**config.mk**
```make
export PLATFORM = sky130hd
export DESIGN_NAME = trackpad_circular_scroll_core_flat
export DESIGN_NICKNAME = d
export VERILOG_FILES = /design/src/rtl/tcs_pkg.sv /design/src/rtl/tcs_motion_if.sv /design/src/rtl/tcs_result_if.sv /design/src/rtl/tcs_divider.sv /design/src/rtl/tcs_datapath.sv /design/src/rtl/tcs_ctrl.sv /design/src/rtl/trackpad_circular_scroll_core.sv /design/src/flat_wrapper.sv
export SDC_FILE = /design/constraint.sdc
export NUM_CORES = 1
export LEC_CHECK = 0
export ABC_CLOCK_PERIOD_IN_PS = 9200
export BUFFER_PORTS_ARGS = -buffer_cell sky130_fd_sc_hd__clkbuf_2
export CORE_ASPECT_RATIO = 0.7
export CORE_MARGIN = 2
export CORE_UTILIZATION = 53
export CTS_CLUSTER_SIZE = 10
export DETAILED_ROUTE_END_ITERATION = 16
export HOLD_SLACK_MARGIN = 0.08
export PLACE_DENSITY = 0.71
export SYNTH_ARGS = -nofsm -noshare
export SYNTH_HDL_FRONTEND = slang
export SYNTH_SLANG_ARGS = --single-unit
```
**constraint.sdc**
```tcl
create_clock -name clk -period 9.2 [get_ports clk]
set_input_delay 1.38 -clock clk [delete_from_list [all_inputs] [get_ports clk]]
set_output_delay 1.38 -clock clk [all_outputs]
set_load 0.01 [all_outputs]
```
**src/rtl/tcs_pkg.sv**
```systemverilog
`timescale 1ns / 1ps
`default_nettype none
// -----------------------------------------------------------------------------
// tcs_pkg
// Shared types and constants for the trackpad circular scroll core.
// -----------------------------------------------------------------------------
package tcs_pkg;

  localparam int unsigned RegIdxW = 1;

  typedef enum logic [RegIdxW-1:0] {
    REG_DZ_LIMIT       = 1'b0,
    REG_SCROLL_DIVISOR = 1'b1
  } tcs_reg_t;

  localparam logic [30:0] DEAD_ZONE_RESET = 31'd25;
  localparam logic [12:0] DIVISOR_RESET   = 13'd1024;

  // radix-2 steps per division: ratio quotient fits 11 bits, scroll quotient 12
  localparam logic [3:0] ANGLE_STEPS  = 4'd11;
  localparam logic [3:0] SCROLL_STEPS = 4'd12;

  localparam logic [11:0] HALF_TURN = 12'd2048;

  typedef enum logic [3:0] {
    S_IDLE,
    S_SQX,
    S_SQY,
    S_SUM,
    S_CMP,
    S_ADIV,
    S_AWAIT,
    S_ANG,
    S_TRACK,
    S_DELTA,
    S_SDIV,
    S_SWAIT,
    S_OUT_PASS,
    S_OUT_SCROLL,
    S_OUT_ZERO
  } tcs_state_t;

  typedef enum logic [1:0] {
    OSEL_PASS,
    OSEL_SCROLL,
    OSEL_ZERO
  } tcs_osel_t;

  typedef struct packed {
    logic      load_in;
    logic      sq_x;
    logic      sq_y;
    logic      sum;
    logic      adiv_start;
    logic      ang;
    logic      track_set;
    logic      track_clr;
    logic      delta;
    logic      sdiv_start;
    logic      out_load;
    tcs_osel_t out_sel;
  } tcs_cmd_t;

  typedef struct packed {
    logic below;
    logic total_zero;
    logic tracking;
    logic div_zero;
    logic div_busy;
    logic out_free;
  } tcs_status_t;

endpackage

`default_nettype wire

```
**src/rtl/tcs_motion_if.sv**
```systemverilog
`timescale 1ns / 1ps
`default_nettype none
// -----------------------------------------------------------------------------
// tcs_motion_if
// Pointer motion channel: one relative (move_x, move_y) per transfer.
// -----------------------------------------------------------------------------
interface tcs_motion_if;
  logic               valid;
  logic               ready;
  logic signed [15:0] move_x;
  logic signed [15:0] move_y;

  modport source(output valid, move_x, move_y, input ready);
  modport sink(input valid, move_x, move_y, output ready);
endinterface

`default_nettype wire

```
**src/rtl/tcs_result_if.sv**
```systemverilog
`timescale 1ns / 1ps
`default_nettype none
// -----------------------------------------------------------------------------
// tcs_result_if
// Result channel: pass-through motion or scroll event per transfer.
// -----------------------------------------------------------------------------
interface tcs_result_if;
  logic               valid;
  logic               ready;
  logic               is_scroll;
  logic signed [15:0] out_x;
  logic signed [15:0] out_y;

  modport source(output valid, is_scroll, out_x, out_y, input ready);
  modport sink(input valid, is_scroll, out_x, out_y, output ready);
endinterface

`default_nettype wire

```
**src/rtl/tcs_divider.sv**
```systemverilog
`timescale 1ns / 1ps
`default_nettype none
// -----------------------------------------------------------------------------
// tcs_divider
// Restoring radix-2 divider, one quotient bit per cycle, variable step count.
// -----------------------------------------------------------------------------
module tcs_divider (
  input  wire logic        clk,
  input  wire logic        rst,
  input  wire logic        start,
  input  wire logic [16:0] rem_init,
  input  wire logic [11:0] dq_init,
  input  wire logic [16:0] divisor,
  input  wire logic [3:0]  steps,
  output logic             busy,
  output logic [11:0]      quotient
);

  logic [16:0] rem;
  logic [11:0] dq;
  logic [16:0] dvsr;
  logic [3:0]  count;
  logic [18:0] diff;

  // remainder is preloaded with the dividend bits above the quotient range;
  // dq shifts the low dividend bits out and the quotient bits in
  assign diff     = {1'b0, rem, dq[11]} - {2'b00, dvsr};
  assign quotient = dq;

  always_ff @(posedge clk) begin
    if (rst) begin
      busy  <= 1'b0;
      count <= '0;
    end else if (start) begin
      busy  <= 1'b1;
      count <= steps;
    end else if (busy) begin
      count <= count - 4'd1;
      if (count == 4'd1) begin
        busy <= 1'b0;
      end
    end
  end

  always_ff @(posedge clk) begin
    if (start) begin
      rem  <= rem_init;
      dq   <= dq_init;
      dvsr <= divisor;
    end else if (busy) begin
      if (!diff[18]) begin
        rem <= diff[16:0];
        dq  <= {dq[10:0], 1'b1};
      end else begin
        rem <= {rem[15:0], dq[11]};
        dq  <= {dq[10:0], 1'b0};
      end
    end
  end

endmodule

`default_nettype wire

```
**src/rtl/tcs_datapath.sv**
```systemverilog
`timescale 1ns / 1ps
`default_nettype none
// -----------------------------------------------------------------------------
// tcs_datapath
// Magnitude, diamond angle, angle delta and scroll amount, plus result register.
// -----------------------------------------------------------------------------
module tcs_datapath
  import tcs_pkg::*;
(
  input  wire logic               clk,
  input  wire logic               rst,
  input  wire tcs_cmd_t           cmd,
  output tcs_status_t             status,
  input  wire logic signed [15:0] move_x,
  input  wire logic signed [15:0] move_y,
  input  wire logic [30:0]        dz_limit,
  input  wire logic [12:0]        scroll_divisor,
  output logic                    res_valid,
  input  wire logic               res_ready,
  output logic                    res_is_scroll,
  output logic signed [15:0]      res_out_x,
  output logic signed [15:0]      res_out_y
);

  logic signed [15:0] x;
  logic signed [15:0] y;
  logic [15:0]        ax;
  logic [15:0]        ay;
  logic [15:0]        mul_op;
  logic [31:0]        prod;
  logic [31:0]        mag;
  logic [16:0]        total;
  logic [11:0]        angle;
  logic [11:0]        last_angle;
  logic               tracking;
  logic [10:0]        ratio;
  logic [11:0]        angle_next;
  logic signed [12:0] diff;
  logic signed [12:0] wrapped;
  logic [12:0]        abs_wrapped;
  logic [11:0]        abs_delta;
  logic               delta_neg;
  logic [15:0]        quo_ext;
  logic [15:0]        amount;

  logic               div_start;
  logic [16:0]        div_rem_init;
  logic [11:0]        div_dq_init;
  logic [16:0]        div_divisor;
  logic [3:0]         div_steps;
  logic               div_busy;
  logic [11:0]        div_quo;

  // 16-bit unsigned magnitude; -32768 comes out as 32768
  assign ax    = x[15] ? 16'(-x) : 16'(x);
  assign ay    = y[15] ? 16'(-y) : 16'(y);
  assign total = {1'b0, ax} + {1'b0, ay};

  assign mul_op = cmd.sq_y ? ay : ax;

  always_ff @(posedge clk) begin
    if (cmd.load_in) begin
      x <= move_x;
      y <= move_y;
    end
    if (cmd.sq_x || cmd.sq_y) begin
      prod <= mul_op * mul_op;
    end
    if (cmd.sq_y) begin
      mag <= prod;
    end else if (cmd.sum) begin
      mag <= mag + prod;
    end
  end

  // ratio division preloads ay>>1 so that only the 11 quotient bits are stepped
  assign div_start = cmd.adiv_start | cmd.sdiv_start;

  always_comb begin
    if (cmd.sdiv_start) begin
      div_rem_init = '0;
      div_dq_init  = abs_delta;
      div_divisor  = {4'b0000, scroll_divisor};
      div_steps    = SCROLL_STEPS;
    end else begin
      div_rem_init = {2'b00, ay[15:1]};
      div_dq_init  = {ay[0], 11'd0};
      div_divisor  = total;
      div_steps    = ANGLE_STEPS;
    end
  end

  tcs_divider u_div (
    .clk      (clk),
    .rst      (rst),
    .start    (div_start),
    .rem_init (div_rem_init),
    .dq_init  (div_dq_init),
    .divisor  (div_divisor),
    .steps    (div_steps),
    .busy     (div_busy),
    .quotient (div_quo)
  );

  // zero motion has no direction: angle 0
  assign ratio = (total == 17'd0) ? 11'd0 : div_quo[10:0];

  always_comb begin
    case ({x[15], y[15]})
      2'b00:   angle_next = {1'b0, ratio};
      2'b10:   angle_next = HALF_TURN - {1'b0, ratio};
      2'b11:   angle_next = HALF_TURN + {1'b0, ratio};
      default: angle_next = 12'd0 - {1'b0, ratio};
    endcase
  end

  // angle difference wrapped into -2048..2048
  assign diff = $signed({1'b0, angle}) - $signed({1'b0, last_angle});

  always_comb begin
    if (diff > 13'sd2048) begin
      wrapped = diff - 13'sd4096;
    end else if (diff < -13'sd2048) begin
      wrapped = diff + 13'sd4096;
    end else begin
      wrapped = diff;
    end
  end

  assign abs_wrapped = wrapped[12] ? 13'(-wrapped) : 13'(wrapped);

  always_ff @(posedge clk) begin
    if (cmd.ang) begin
      angle <= angle_next;
    end
    if (cmd.delta) begin
      abs_delta <= abs_wrapped[11:0];
      delta_neg <= wrapped[12];
    end
  end

  always_ff @(posedge clk) begin
    if (rst) begin
      tracking   <= 1'b0;
      last_angle <= '0;
    end else if (cmd.track_clr) begin
      tracking <= 1'b0;
    end else if (cmd.track_set) begin
      tracking   <= 1'b1;
      last_angle <= angle;
    end else if (cmd.delta) begin
      last_angle <= angle;
    end
  end

  assign quo_ext = {4'b0000, div_quo};
  assign amount  = delta_neg ? 16'(-quo_ext) : quo_ext;

  // result register: a finished item waits here while the next one is taken
  always_ff @(posedge clk) begin
    if (rst) begin
      res_valid <= 1'b0;
    end else if (cmd.out_load) begin
      res_valid <= 1'b1;
    end else if (res_ready) begin
      res_valid <= 1'b0;
    end
  end

  always_ff @(posedge clk) begin
    if (cmd.out_load) begin
      case (cmd.out_sel)
        OSEL_SCROLL: begin
          res_is_scroll <= 1'b1;
          res_out_x     <= '0;
          res_out_y     <= $signed(amount);
        end
        OSEL_ZERO: begin
          res_is_scroll <= 1'b1;
          res_out_x     <= '0;
          res_out_y     <= '0;
        end
        default: begin
          res_is_scroll <= 1'b0;
          res_out_x     <= x;
          res_out_y     <= y;
        end
      endcase
    end
  end

  assign status.below      = mag < {1'b0, dz_limit};
  assign status.total_zero = (total == 17'd0);
  assign status.tracking   = tracking;
  assign status.div_zero   = (scroll_divisor == 13'd0);
  assign status.div_busy   = div_busy;
  assign status.out_free   = !res_valid || res_ready;

endmodule

`default_nettype wire

```
**src/rtl/tcs_ctrl.sv**
```systemverilog
`timescale 1ns / 1ps
`default_nettype none
// -----------------------------------------------------------------------------
// tcs_ctrl
// Sequencer for one motion item: squares, dead-zone test, angle, scroll step.
// -----------------------------------------------------------------------------
module tcs_ctrl
  import tcs_pkg::*;
(
  input  wire logic        clk,
  input  wire logic        rst,
  input  wire logic        in_valid,
  output logic             in_ready,
  input  wire tcs_status_t status,
  output tcs_cmd_t         cmd
);

  tcs_state_t state;
  tcs_state_t state_next;

  always_ff @(posedge clk) begin
    if (rst) begin
      state <= S_IDLE;
    end else begin
      state <= state_next;
    end
  end

  always_comb begin
    state_next = state;
    unique case (state)
      S_IDLE: begin
        if (in_valid) state_next = S_SQX;
      end
      S_SQX: state_next = S_SQY;
      S_SQY: state_next = S_SUM;
      S_SUM: state_next = S_CMP;
      S_CMP: begin
        if (status.below) begin
          state_next = S_OUT_PASS;
        end else if (status.total_zero) begin
          state_next = S_ANG;
        end else begin
          state_next = S_ADIV;
        end
      end
      S_ADIV: state_next = S_AWAIT;
      S_AWAIT: begin
        if (!status.div_busy) state_next = S_ANG;
      end
      S_ANG: state_next = S_TRACK;
      S_TRACK: begin
        state_next = status.tracking ? S_DELTA : S_OUT_PASS;
      end
      S_DELTA: begin
        state_next = status.div_zero ? S_OUT_ZERO : S_SDIV;
      end
      S_SDIV: state_next = S_SWAIT;
      S_SWAIT: begin
        if (!status.div_busy) state_next = S_OUT_SCROLL;
      end
      S_OUT_PASS, S_OUT_SCROLL, S_OUT_ZERO: begin
        if (status.out_free) state_next = S_IDLE;
      end
      default: state_next = S_IDLE;
    endcase
  end

  always_comb begin
    cmd      = '0;
    cmd.out_sel = OSEL_PASS;
    in_ready = 1'b0;
    unique case (state)
      S_IDLE: begin
        in_ready    = 1'b1;
        cmd.load_in = in_valid;
      end
      S_SQX: cmd.sq_x = 1'b1;
      S_SQY: cmd.sq_y = 1'b1;
      S_SUM: cmd.sum  = 1'b1;
      S_CMP: begin
        cmd.track_clr  = status.below;
        cmd.adiv_start = !status.below && !status.total_zero;
      end
      S_ADIV, S_AWAIT, S_SWAIT: begin
      end
      S_ANG: cmd.ang = 1'b1;
      S_TRACK: cmd.track_set = !status.tracking;
      S_DELTA: cmd.delta = 1'b1;
      // the delta magnitude latched in S_DELTA feeds the divider in S_SDIV
      S_SDIV: cmd.sdiv_start = 1'b1;
      S_OUT_PASS: begin
        cmd.out_load = status.out_free;
        cmd.out_sel  = OSEL_PASS;
      end
      S_OUT_SCROLL: begin
        cmd.out_load = status.out_free;
        cmd.out_sel  = OSEL_SCROLL;
      end
      S_OUT_ZERO: begin
        cmd.out_load = status.out_free;
        cmd.out_sel  = OSEL_ZERO;
      end
      default: begin
      end
    endcase
  end

endmodule

`default_nettype wire

```
**src/rtl/trackpad_circular_scroll_core.sv**
```systemverilog
// Circular scroll core. Each motion transfer is turned into one result: the
// motion itself while outside circular tracking, or a scroll event whose amount
// is the wrapped change of a diamond pseudo-angle divided by scroll_divisor.
// One item is handled at a time. Most of the work on an item is done by the
// shared one-bit-per-cycle divider, which a scroll step passes through twice
// (11 steps for the angle ratio, 12 for the scroll step), and by the shared
// multiplier, which squares x and then y. The next motion can be accepted once
// the result has been registered. The finished result sits in an output
// register, so a stalled result consumer only holds up the item after it at
// its last step.
// Registers: 0x0 dz_limit, 0x4 scroll_divisor.
`timescale 1ns / 1ps
`default_nettype none
// -----------------------------------------------------------------------------
// trackpad_circular_scroll_core
// Top level: register port, sequencer and datapath.
// -----------------------------------------------------------------------------
module trackpad_circular_scroll_core
  import tcs_pkg::*;
(
  input  wire logic        clk,
  input  wire logic        rst,
  tcs_motion_if.sink       motion,
  tcs_result_if.source     result,
  input  wire logic        psel,
  input  wire logic        penable,
  input  wire logic        pwrite,
  input  wire logic [2:0]  paddr,
  input  wire logic [31:0] pwdata,
  output logic [31:0]      prdata,
  output logic             pready
);

  logic [30:0] dz_limit;
  logic [12:0] scroll_divisor;
  tcs_reg_t    reg_sel;
  tcs_cmd_t    cmd;
  tcs_status_t status;

  assign pready  = 1'b1;
  assign reg_sel = tcs_reg_t'(paddr[2]);

  always_ff @(posedge clk) begin
    if (rst) begin
      dz_limit       <= DEAD_ZONE_RESET;
      scroll_divisor <= DIVISOR_RESET;
    end else if (psel && penable && pwrite && pready) begin
      unique case (reg_sel)
        REG_DZ_LIMIT:       dz_limit       <= pwdata[30:0];
        REG_SCROLL_DIVISOR: scroll_divisor <= pwdata[12:0];
        default: begin
        end
      endcase
    end
  end

  always_comb begin
    unique case (reg_sel)
      REG_DZ_LIMIT:       prdata = {1'b0, dz_limit};
      REG_SCROLL_DIVISOR: prdata = {19'd0, scroll_divisor};
      default:            prdata = '0;
    endcase
  end

  tcs_ctrl u_ctrl (
    .clk      (clk),
    .rst      (rst),
    .in_valid (motion.valid),
    .in_ready (motion.ready),
    .status   (status),
    .cmd      (cmd)
  );

  tcs_datapath u_dp (
    .clk            (clk),
    .rst            (rst),
    .cmd            (cmd),
    .status         (status),
    .move_x         (motion.move_x),
    .move_y         (motion.move_y),
    .dz_limit       (dz_limit),
    .scroll_divisor (scroll_divisor),
    .res_valid      (result.valid),
    .res_ready      (result.ready),
    .res_is_scroll  (result.is_scroll),
    .res_out_x      (result.out_x),
    .res_out_y      (result.out_y)
  );

endmodule

`default_nettype wire

```
**src/flat_wrapper.sv**
```systemverilog
// flat-port wrapper written by rule: the top's interface ports become plain ports
module trackpad_circular_scroll_core_flat import tcs_pkg::*;
  (clk, rst, psel, penable, pwrite, paddr, pwdata, prdata, pready, motion_valid, motion_move_x, motion_move_y, motion_ready, result_valid, result_is_scroll, result_out_x, result_out_y, result_ready);
  tcs_motion_if motion_i ();
  tcs_result_if result_i ();
  input  wire logic clk;
  input  wire logic rst;
  input  wire logic psel;
  input  wire logic penable;
  input  wire logic pwrite;
  input  wire logic [2:0] paddr;
  input  wire logic [31:0] pwdata;
  output logic [31:0] prdata;
  output logic pready;
  input wire logic [$bits(motion_i.valid)-1:0] motion_valid;
  input wire logic [$bits(motion_i.move_x)-1:0] motion_move_x;
  input wire logic [$bits(motion_i.move_y)-1:0] motion_move_y;
  output wire logic [$bits(motion_i.ready)-1:0] motion_ready;
  output wire logic [$bits(result_i.valid)-1:0] result_valid;
  output wire logic [$bits(result_i.is_scroll)-1:0] result_is_scroll;
  output wire logic [$bits(result_i.out_x)-1:0] result_out_x;
  output wire logic [$bits(result_i.out_y)-1:0] result_out_y;
  input wire logic [$bits(result_i.ready)-1:0] result_ready;
  assign motion_i.valid = motion_valid;
  assign motion_i.move_x = motion_move_x;
  assign motion_i.move_y = motion_move_y;
  assign motion_ready = motion_i.ready;
  assign result_valid = result_i.valid;
  assign result_is_scroll = result_i.is_scroll;
  assign result_out_x = result_i.out_x;
  assign result_out_y = result_i.out_y;
  assign result_i.ready = result_ready;
  trackpad_circular_scroll_core u_core (.clk(clk), .rst(rst), .motion(motion_i), .result(result_i), .psel(psel), .penable(penable), .pwrite(pwrite), .paddr(paddr), .pwdata(pwdata), .prdata(prdata), .pready(pready));
endmodule
```
==> run summary, run 1 <==
Number of synthesized flops with an enable pin - 199
Max Clk Rate - 0.1205 GHz
Placer Congestion - 0.9069
#FFs+latches synth - 266
Clk pin slew, worst setup/hold paths - 0.06 ns
Critical path endpoint category - register
Clock Skew - 0.01586 ns
Initial antenna violation count - 0
Count of final setup violators - 0
CTS tree - yes
Latest clock arrival within the worst-skew pair - 0.59 ns
Vias - 18525
Core Util, Final - 58.74%
Vias per cell - 5.667
Hold_buf cts - 0
Commonest cells after routing, fill and taps aside - inv_1 (359), nand2_1 (322), ha_1 (216)
Worst hold path class - register to register
I/O pin count - 142
DR iter-0 viols - 1713
Chip height - 179.2 um
H-tree levels - 1
Mapped Cells - 2521
Total of max-cap violations - 0
Commonest non-fill, non-tap cell in the layout - inv_1
Synth unique cells - 82
PortBufs - 136
Rows - 64
WL final - 59220 um
Max-slew violation count - 0
Slew at the pin with the worst max-slew slack - 1.164 ns
Share of cells above drive strength 1 - 8.897%
Req. time, crit path - 9.52 ns
Grt ovf - 0
CP Class - register to register
Drt wl/cell - 18.12 um
Largest net degree at the start of global routing - 69
CP Max Fanout - 13
Setup bufs post-CTS - 0
Longest Clk Path Bufs - 3
Starting density of the core - 53.45%
CP startpoint kind - register
Status - finished clean
Hold Vio Cnt, Final - 0
CTS buffer count - 31
Asr flop ratio synth - 0%
Slew margin rel. - 22.41%
Crit path largest cell delay - 0.60 ns
Setup TNS - 0 ns
# nets final - 3114
Tcrit/Tclk final - 90.17%
Tot GR Track Use - 25.99%
First-pass GRT wire length - 93450 um
CTS sink cnt - 266
DRC - 0
CTS-repair resized insts - 0
Sequential fraction of the synthesis area - 31.48%
Synthesis-to-finish area growth - 9.896%
HPWL after DPL - 46860 um
Min Tclk post-route - 8.296 ns
Number of global-route vias before repair - 17263
Cell area after synthesis - 23240 um2
Number of diodes - 0
Core area - 43480 um2
Die W - 254.3 um
Top_reg_cell synth - edfxtp_1
Root Driver - clkbuf_16
Antenna viol nets, final - 0
Syn Area/Cell - 9.218 um2
Total Die Area - 45570 um2
RSZ-0062 raised after global routing - no
Syn. warnings - 0
Slowest cell on crit path - fa_1
Worst Path Arrival - 8.62 ns
Drt pass-1 iters - 5
-- cell type report --
type | instances | area [um2]
clock buffer | 49 | 853.3
clock inverter | 3 | 27.53
fill | 3789 | 17940
inverter | 365 | 1370
multi-input combinational | 1825 | 14320
sequential | 266 | 7317
tap | 594 | 743.2
timing repair buffer | 167 | 913.4
-- final timing paths --
path              cells past startpoint          startpoint  slack, ns                   end
setup reg to reg                     29    u_core.u_dp.x[0]       0.90  u_core.u_dp.prod[31]
hold reg to reg                       2  u_core.dz_limit[9]       0.45    u_core.dz_limit[9]
setup / recovery                     29    u_core.u_dp.x[0]       0.90  u_core.u_dp.prod[31]
hold / removal                        2  u_core.dz_limit[9]       0.45    u_core.dz_limit[9]
-- metal layers --
layer | global-route usage (%) | routed length [um] | part of all wire [%] | vias to the layer above
met4 | 3.824 | 735 | 1.2 | 0
met1 | 41.27 | 28720 | 48 | 8952
met3 | 4.384 | 5209 | 8.8 | 47
li1 | - | - | - | 8846
met5 | 0 | 0 | 0 | -
met2 | 37.41 | 24560 | 41 | 680
-- synthesized netlist by cell type (9+ instances only) --
library cell  count  area share (%)
a211oi_1         19            0.61
a21o_1           52             1.7
a21oi_1         148             3.2
a31oi_1          16            0.43
and2_1           16            0.43
and3_1           11            0.30
clkbuf_1         63             1.0
dfxtp_1          67             5.8
edfxtp_1        199              26
fa_1            168              14
ha_1            216              12
inv_1           359             5.8
mux2i_1          28             1.2
nand2_1         323             5.2
nand2b_1         21            0.57
nand3_1          28            0.60
nand4_1          16            0.43
nor2_1          191             3.1
nor2b_1          35            0.94
nor3_1           39            0.84
nor4_1           12            0.32
o211ai_1         14            0.45
o21a_1           24            0.78
o21ai_0         100             2.2
o21ai_1          10            0.22
o21bai_1          9            0.29
o22ai_1          17            0.46
o2bb2ai_1        11            0.41
o31a_1           11            0.41
o31ai_1          24            0.78
or2_2            12            0.32
or3_1            21            0.57
or4_1             9            0.29
xnor2_1          78             2.9
xor2_1           47             1.8
-- cell families after synthesis --
| kind of cell | Yosys count | share of synthesized area [%] |
|---|---|---|
| AO/OA/AOI/OAI | 511 | 14.13 |
| XOR/XNOR | 125 | 4.711 |
| adder cells (fa/ha/maj) | 385 | 26.14 |
| buffers and inverters | 441 | 7.225 |
| flip-flops | 266 | 31.48 |
| multiplexers | 32 | 1.400 |
| other | 2 | 0.03232 |
| AND/OR/NAND/NOR | 759 | 14.87 |
-- worst max-delay path, delay by kind of cell (launching register included) --
| kind | cells | cell delay (ns) |
|---|---|---|
| buffers and inverters | 6 | 0.90 |
| adders and majority gates | 8 | 3.63 |
| DFF | 1 | 0.45 |
| AOI/OAI and AO/OA | 10 | 1.83 |
| and+or+nand+nor | 3 | 0.93 |
| xor gates and xnor gates | 2 | 0.31 |
-- flip-flops by register name, indices dropped and copies added (netlist names), 16 cells and up --
name	count
u_core.dz_limit	31
u_core.u_dp.mag	32
u_core.u_dp.prod	31
u_core.u_dp.res_out_x	16
u_core.u_dp.res_out_y	16
u_core.u_dp.u_div.dvsr	17
u_core.u_dp.u_div.rem	17
u_core.u_dp.x	16
u_core.u_dp.y	16
-- metrics by stage --
step | instance area [um2] | hold WS [ns] | std cells | setup WS, ns
finish | 25540 | 0.4549 | 3269 | 0.9041
global route | 25540 | 0.4780 | 3269 | 0.4643
CTS | 25540 | 0.4546 | 3269 | 0.9121
detailed placement | 24660 | 0.4465 | 3217 | 0.9070
global placement | 24660 | 0.4415 | 3217 | 1.011
floorplan | 23280 | 0.4363 | 2532 | 1.783
Power of run 1 is not shown: default switching activity piles up to over one toggle a cycle in this logic, so the estimate is an artifact.
==> inputs of run 2 (changes only) <==
--- a/config.mk
+++ b/config.mk
@@ -14,6 +14,7 @@
 export DETAILED_ROUTE_END_ITERATION = 16
 export HOLD_SLACK_MARGIN = 0.08
 export PLACE_DENSITY = 0.71
+export REMOVE_ABC_BUFFERS = 1
 export SYNTH_ARGS = -nofsm -noshare
 export SYNTH_HDL_FRONTEND = slang
 export SYNTH_SLANG_ARGS = --single-unit
==> run summary, run 2 (synthesis results as in run 1) <==
Die W - 254.3 um
Number of diodes - 0
Req. time, crit path - 9.53 ns
Register-to-register setup slack - 0.67 ns
CP Class - register to register
PortBufs - 136
First-pass GRT wire length - 94360 um
RSZ-0062 raised after global routing - no
Total of max-cap violations - 0
CP Max Fanout - 6
Rows - 64
CTS tree - yes
Setup TNS - 0 ns
DR iter-0 viols - 1618
Starting density of the core - 53.45%
RR Startpoint - u_core.u_dp.x[0]
Grt ovf - 0
Critical path endpoint category - register
# nets final - 3114
Tcrit/Tclk final - 92.72%
Clk pin slew, worst setup/hold paths - 0.06 ns
HPWL after DPL - 47210 um
Vias per cell - 5.750
Vias - 18780
Critical path origin - u_core.u_dp.x[0]
Hold Crit Start - u_core.dz_limit[11]
Drt pass-1 iters - 6
I/O pin count - 142
Cell depth of the worst flop-to-flop path - 29
Clock Skew - 0.01658 ns
Max-slew violation count - 0
Status - finished clean
WL final - 60040 um
Hold EP - u_core.dz_limit[11]
Initial antenna violation count - 1
FILL cells - 3781
Tot GR Track Use - 26.26%
Number of global-route vias before repair - 18062
Core Util, Final - 58.75%
Chip height - 179.2 um
Hold Crit Depth - 2
Worst Path Arrival - 8.86 ns
CTS buffer count - 31
Crit path largest cell delay - 0.55 ns
Worst hold path class - register to register
Drt wl/cell - 18.38 um
Largest net degree at the start of global routing - 69
Longest Clk Path Bufs - 3
Root Driver - clkbuf_16
CTS sink cnt - 266
Slowest cell on crit path - fa_1
Min setup slack post-route - 0.6701 ns
CP most frequent cell - fa_1
Biggest regs - u_core.u_dp.mag x32, u_core.dz_limit x31, u_core.u_dp.prod x31
Post-placement setup slack - 0.7761 ns
Synthesis-to-finish area growth - 9.923%
Biggest register - u_core.u_dp.mag
Share of cells above drive strength 1 - 9.057%
Count of final setup violators - 0
Latest clock arrival within the worst-skew pair - 0.60 ns
Core area - 43480 um2
Min Tclk post-route - 8.530 ns
Commonest non-fill, non-tap cell in the layout - inv_1
Max reg flops - 32
Worst R2R End - u_core.u_dp.prod[27]
Antenna viol nets, final - 0
Total Die Area - 45570 um2
Setup bufs post-CTS - 0
Hold Vio Cnt, Final - 0
DRC - 0
Hold_buf cts - 0
Slew margin rel. - 19.04%
CP startpoint kind - register
Max Clk Rate - 0.1172 GHz
CTS-repair resized insts - 0
Commonest cells after routing, fill and taps aside - inv_1 (359), nand2_1 (322), ha_1 (216)
Slew at the pin with the worst max-slew slack - 1.214 ns
H-tree levels - 1
Placer Congestion - 0.9456
==> run 2: cell types whose count changed in the layout (fill, tap and decap cells not counted), sizes merged <==
| cell | previous run | this run |
|---|---|---|
| clkbuf | 185 | 182 |
==> run 2: final cells by class <==
cell class | instances | area [um2] | share of cell area [%]
multi-input cells | 1825 | 14320 | 56.06
clock inverters | 3 | 30.03 | 0.1175
well taps | 594 | 743.2 | 2.909
inverters | 365 | 1370 | 5.363
flip-flops and latches | 266 | 7317 | 28.64
repair buffers | 167 | 913.4 | 3.575
clock buffers | 46 | 852.1 | 3.335
==> run 2: worst max-delay path by stage <==
stage | to | slack (ns) | cells past startpoint
5_1_grt | u_core.u_dp.prod[27] | 0.37 | 29
3_3_place_gp | u_core.u_dp.prod[31] | 0.99 | 30
3_5_place_dp | u_core.u_dp.prod[27] | 0.78 | 29
6_report | u_core.u_dp.prod[27] | 0.67 | 29
4_1_cts | u_core.u_dp.prod[27] | 0.72 | 29
2_1_floorplan | u_core.u_dp.prod[27] | 0.57 | 23
==> run 2: worst max-delay path: cells and delay by family (launching register included) <==
kind | cells | cell delay (ns)
AO/OA/AOI/OAI | 8 | 1.88
XOR/XNOR | 2 | 0.41
adder cells (fa/ha/maj) | 8 | 3.65
buffers and inverters | 6 | 0.85
flip-flops | 1 | 0.51
AND/OR/NAND/NOR | 5 | 0.93
==> run 2: routing by layer <==
metal / share of wire, % / vias up / GRT usage [%] / wire length [um]
met4: 1.4 / 2 / 4.657 / 818
met1: 47 / 9181 / 39.78 / 28080
met5: 0.022 / - / 0 / 13
met2: 43 / 709 / 38.86 / 25600
met3: 9.2 / 64 / 5.546 / 5533
li1: - / 8824 / - / -
==> run 2: stage by stage <==
stage | instance area (um2) | instances | hold slack, ns
6_report | 25550 | 3266 | 0.4542
5_1_grt | 25550 | 3266 | 0.4727
4_1_cts | 25550 | 3266 | 0.4553
3_5_place_dp | 24660 | 3217 | 0.4477
3_3_place_gp | 24660 | 3217 | 0.4416
2_1_floorplan | 22970 | 2456 | 0.4303
Power of run 2 is left out for the same reason.
==> inputs of run 3 (changes only) <==
--- a/config.mk
+++ b/config.mk
@@ -10,6 +10,7 @@
 export CORE_ASPECT_RATIO = 0.7
 export CORE_MARGIN = 2
 export CORE_UTILIZATION = 53
+export CTS_BUF_LIST = sky130_fd_sc_hd__clkbuf_4
 export CTS_CLUSTER_SIZE = 10
 export DETAILED_ROUTE_END_ITERATION = 16
 export HOLD_SLACK_MARGIN = 0.08
==> run summary, run 3 (synthesis results as in run 1) <==
Status - finished clean
Slowest cell on crit path - fa_1
Critical path endpoint category - register
WL final - 60390 um
Crit path largest cell delay - 0.55 ns
CP startpoint kind - register
HPWL after DPL - 47210 um
DR iter-0 viols - 1638
Clk pin slew, worst setup/hold paths - 0.06 ns
I/O pin count - 142
CTS buffer count - 71
Root Driver - clkbuf_4
PortBufs - 136
Grt ovf - 0
RSZ-0062 raised after global routing - no
Kind of cell adding the most delay to the critical path - adder cells
Max reg flops - 32
Clock Skew - 0.05022 ns
Rows - 64
Drt wl/cell - 18.08 um
Hold_buf cts - 0
Max-slew violation count - 0
Min Tclk post-route - 8.444 ns
Synthesis-to-finish area growth - 10.15%
Worst hold path class - register to register
# nets final - 3154
Biggest regs - u_core.u_dp.mag x32, u_core.dz_limit x31, u_core.u_dp.prod x31
Number of global-route vias before repair - 18409
Setup bufs post-CTS - 0
Total Die Area - 45570 um2
Chip height - 179.2 um
CP Max Fanout - 6
Share of cells above drive strength 1 - 11.51%
Longest Clk Path Bufs - 3
H-tree levels - 3
CTS-repair resized insts - 0
Placer Congestion - 0.9456
DRC - 0
Latest clock arrival within the worst-skew pair - 0.77 ns
Drt pass-1 iters - 7
Tot GR Track Use - 26.68%
CP Class - register to register
Commonest non-fill, non-tap cell in the layout - inv_1
Commonest cells after routing, fill and taps aside - inv_1 (359), nand2_1 (322), ha_1 (216)
Antenna viol nets, final - 0
Worst Path Arrival - 8.96 ns
First-pass GRT wire length - 95210 um
Tcrit/Tclk final - 91.78%
Initial antenna violation count - 2
Core area - 43480 um2
Vias per cell - 5.686
CP most frequent cell - fa_1
Largest net degree at the start of global routing - 69
Setup TNS - 0 ns
Hold Vio Cnt, Final - 0
CTS tree - yes
Starting density of the core - 53.45%
Buf/Inv on CP - 6
CTS sink cnt - 266
Req. time, crit path - 9.72 ns
Total of max-cap violations - 0
Vias - 18992
Slew at the pin with the worst max-slew slack - 1.223 ns
Count of final setup violators - 0
Die W - 254.3 um
Register-to-register setup slack - 0.76 ns
Slew margin rel. - 18.49%
Biggest register - u_core.u_dp.mag
Max Clk Rate - 0.1184 GHz
## run 3: cell type report
| type | count | area [um2] |
|---|---|---|
| Tap cell | 594 | 743.2 |
| Timing Repair Buffer | 167 | 913.4 |
| Clock inverter | 19 | 160.2 |
| Antenna cell | 1 | 2.502 |
| Fill cell | 3797 | 17880 |
| Inverter | 365 | 1370 |
| Clock buffer | 103 | 773.2 |
| Multi-Input combinational cell | 1825 | 14320 |
| Sequential cell | 266 | 7317 |
## run 3: routing by layer
metal,wire (um),global-route usage [%],vias up
li1,-,-,8956
met1,28110,39.64,9149
met2,25410,38.98,786
met3,5844,6.417,99
met4,1010,6.520,2
met5,13,0,-
## run 3: worst paths after layout
path / start / to / cells after the start
setup reg to reg: u_core.u_dp.x[0] / u_core.u_dp.prod[27] / 29
hold reg to reg: u_core.dz_limit[11] / u_core.dz_limit[11] / 2
hold / removal: u_core.dz_limit[11] / u_core.dz_limit[11] / 2
setup / recovery: u_core.u_dp.x[0] / u_core.u_dp.prod[27] / 29
## run 3: worst register-to-register path, delay by kind of cell, from the launching register on
family	cells	cell delay, ns
adders and majority gates	8	3.65
DFF	1	0.51
and+or+nand+nor	5	0.94
xor gates and xnor gates	2	0.40
AOI/OAI and AO/OA	8	1.88
buffers and inverters	6	0.83
## run 3: through the flow
step	util, %	setup WS (ns)	instance area, um2	std cells	hold slack (ns)
floorplan	-	0.5687	22970	2456	0.4303
global placement	56.72	0.9862	24660	3217	0.4416
detailed placement	56.72	0.7761	24660	3217	0.4477
CTS	58.87	0.7705	25600	3339	0.4560
global route	58.87	0.3993	25600	3340	0.4737
finish	58.87	0.7558	25600	3340	0.4536
Power of run 3 is left out for the same reason.
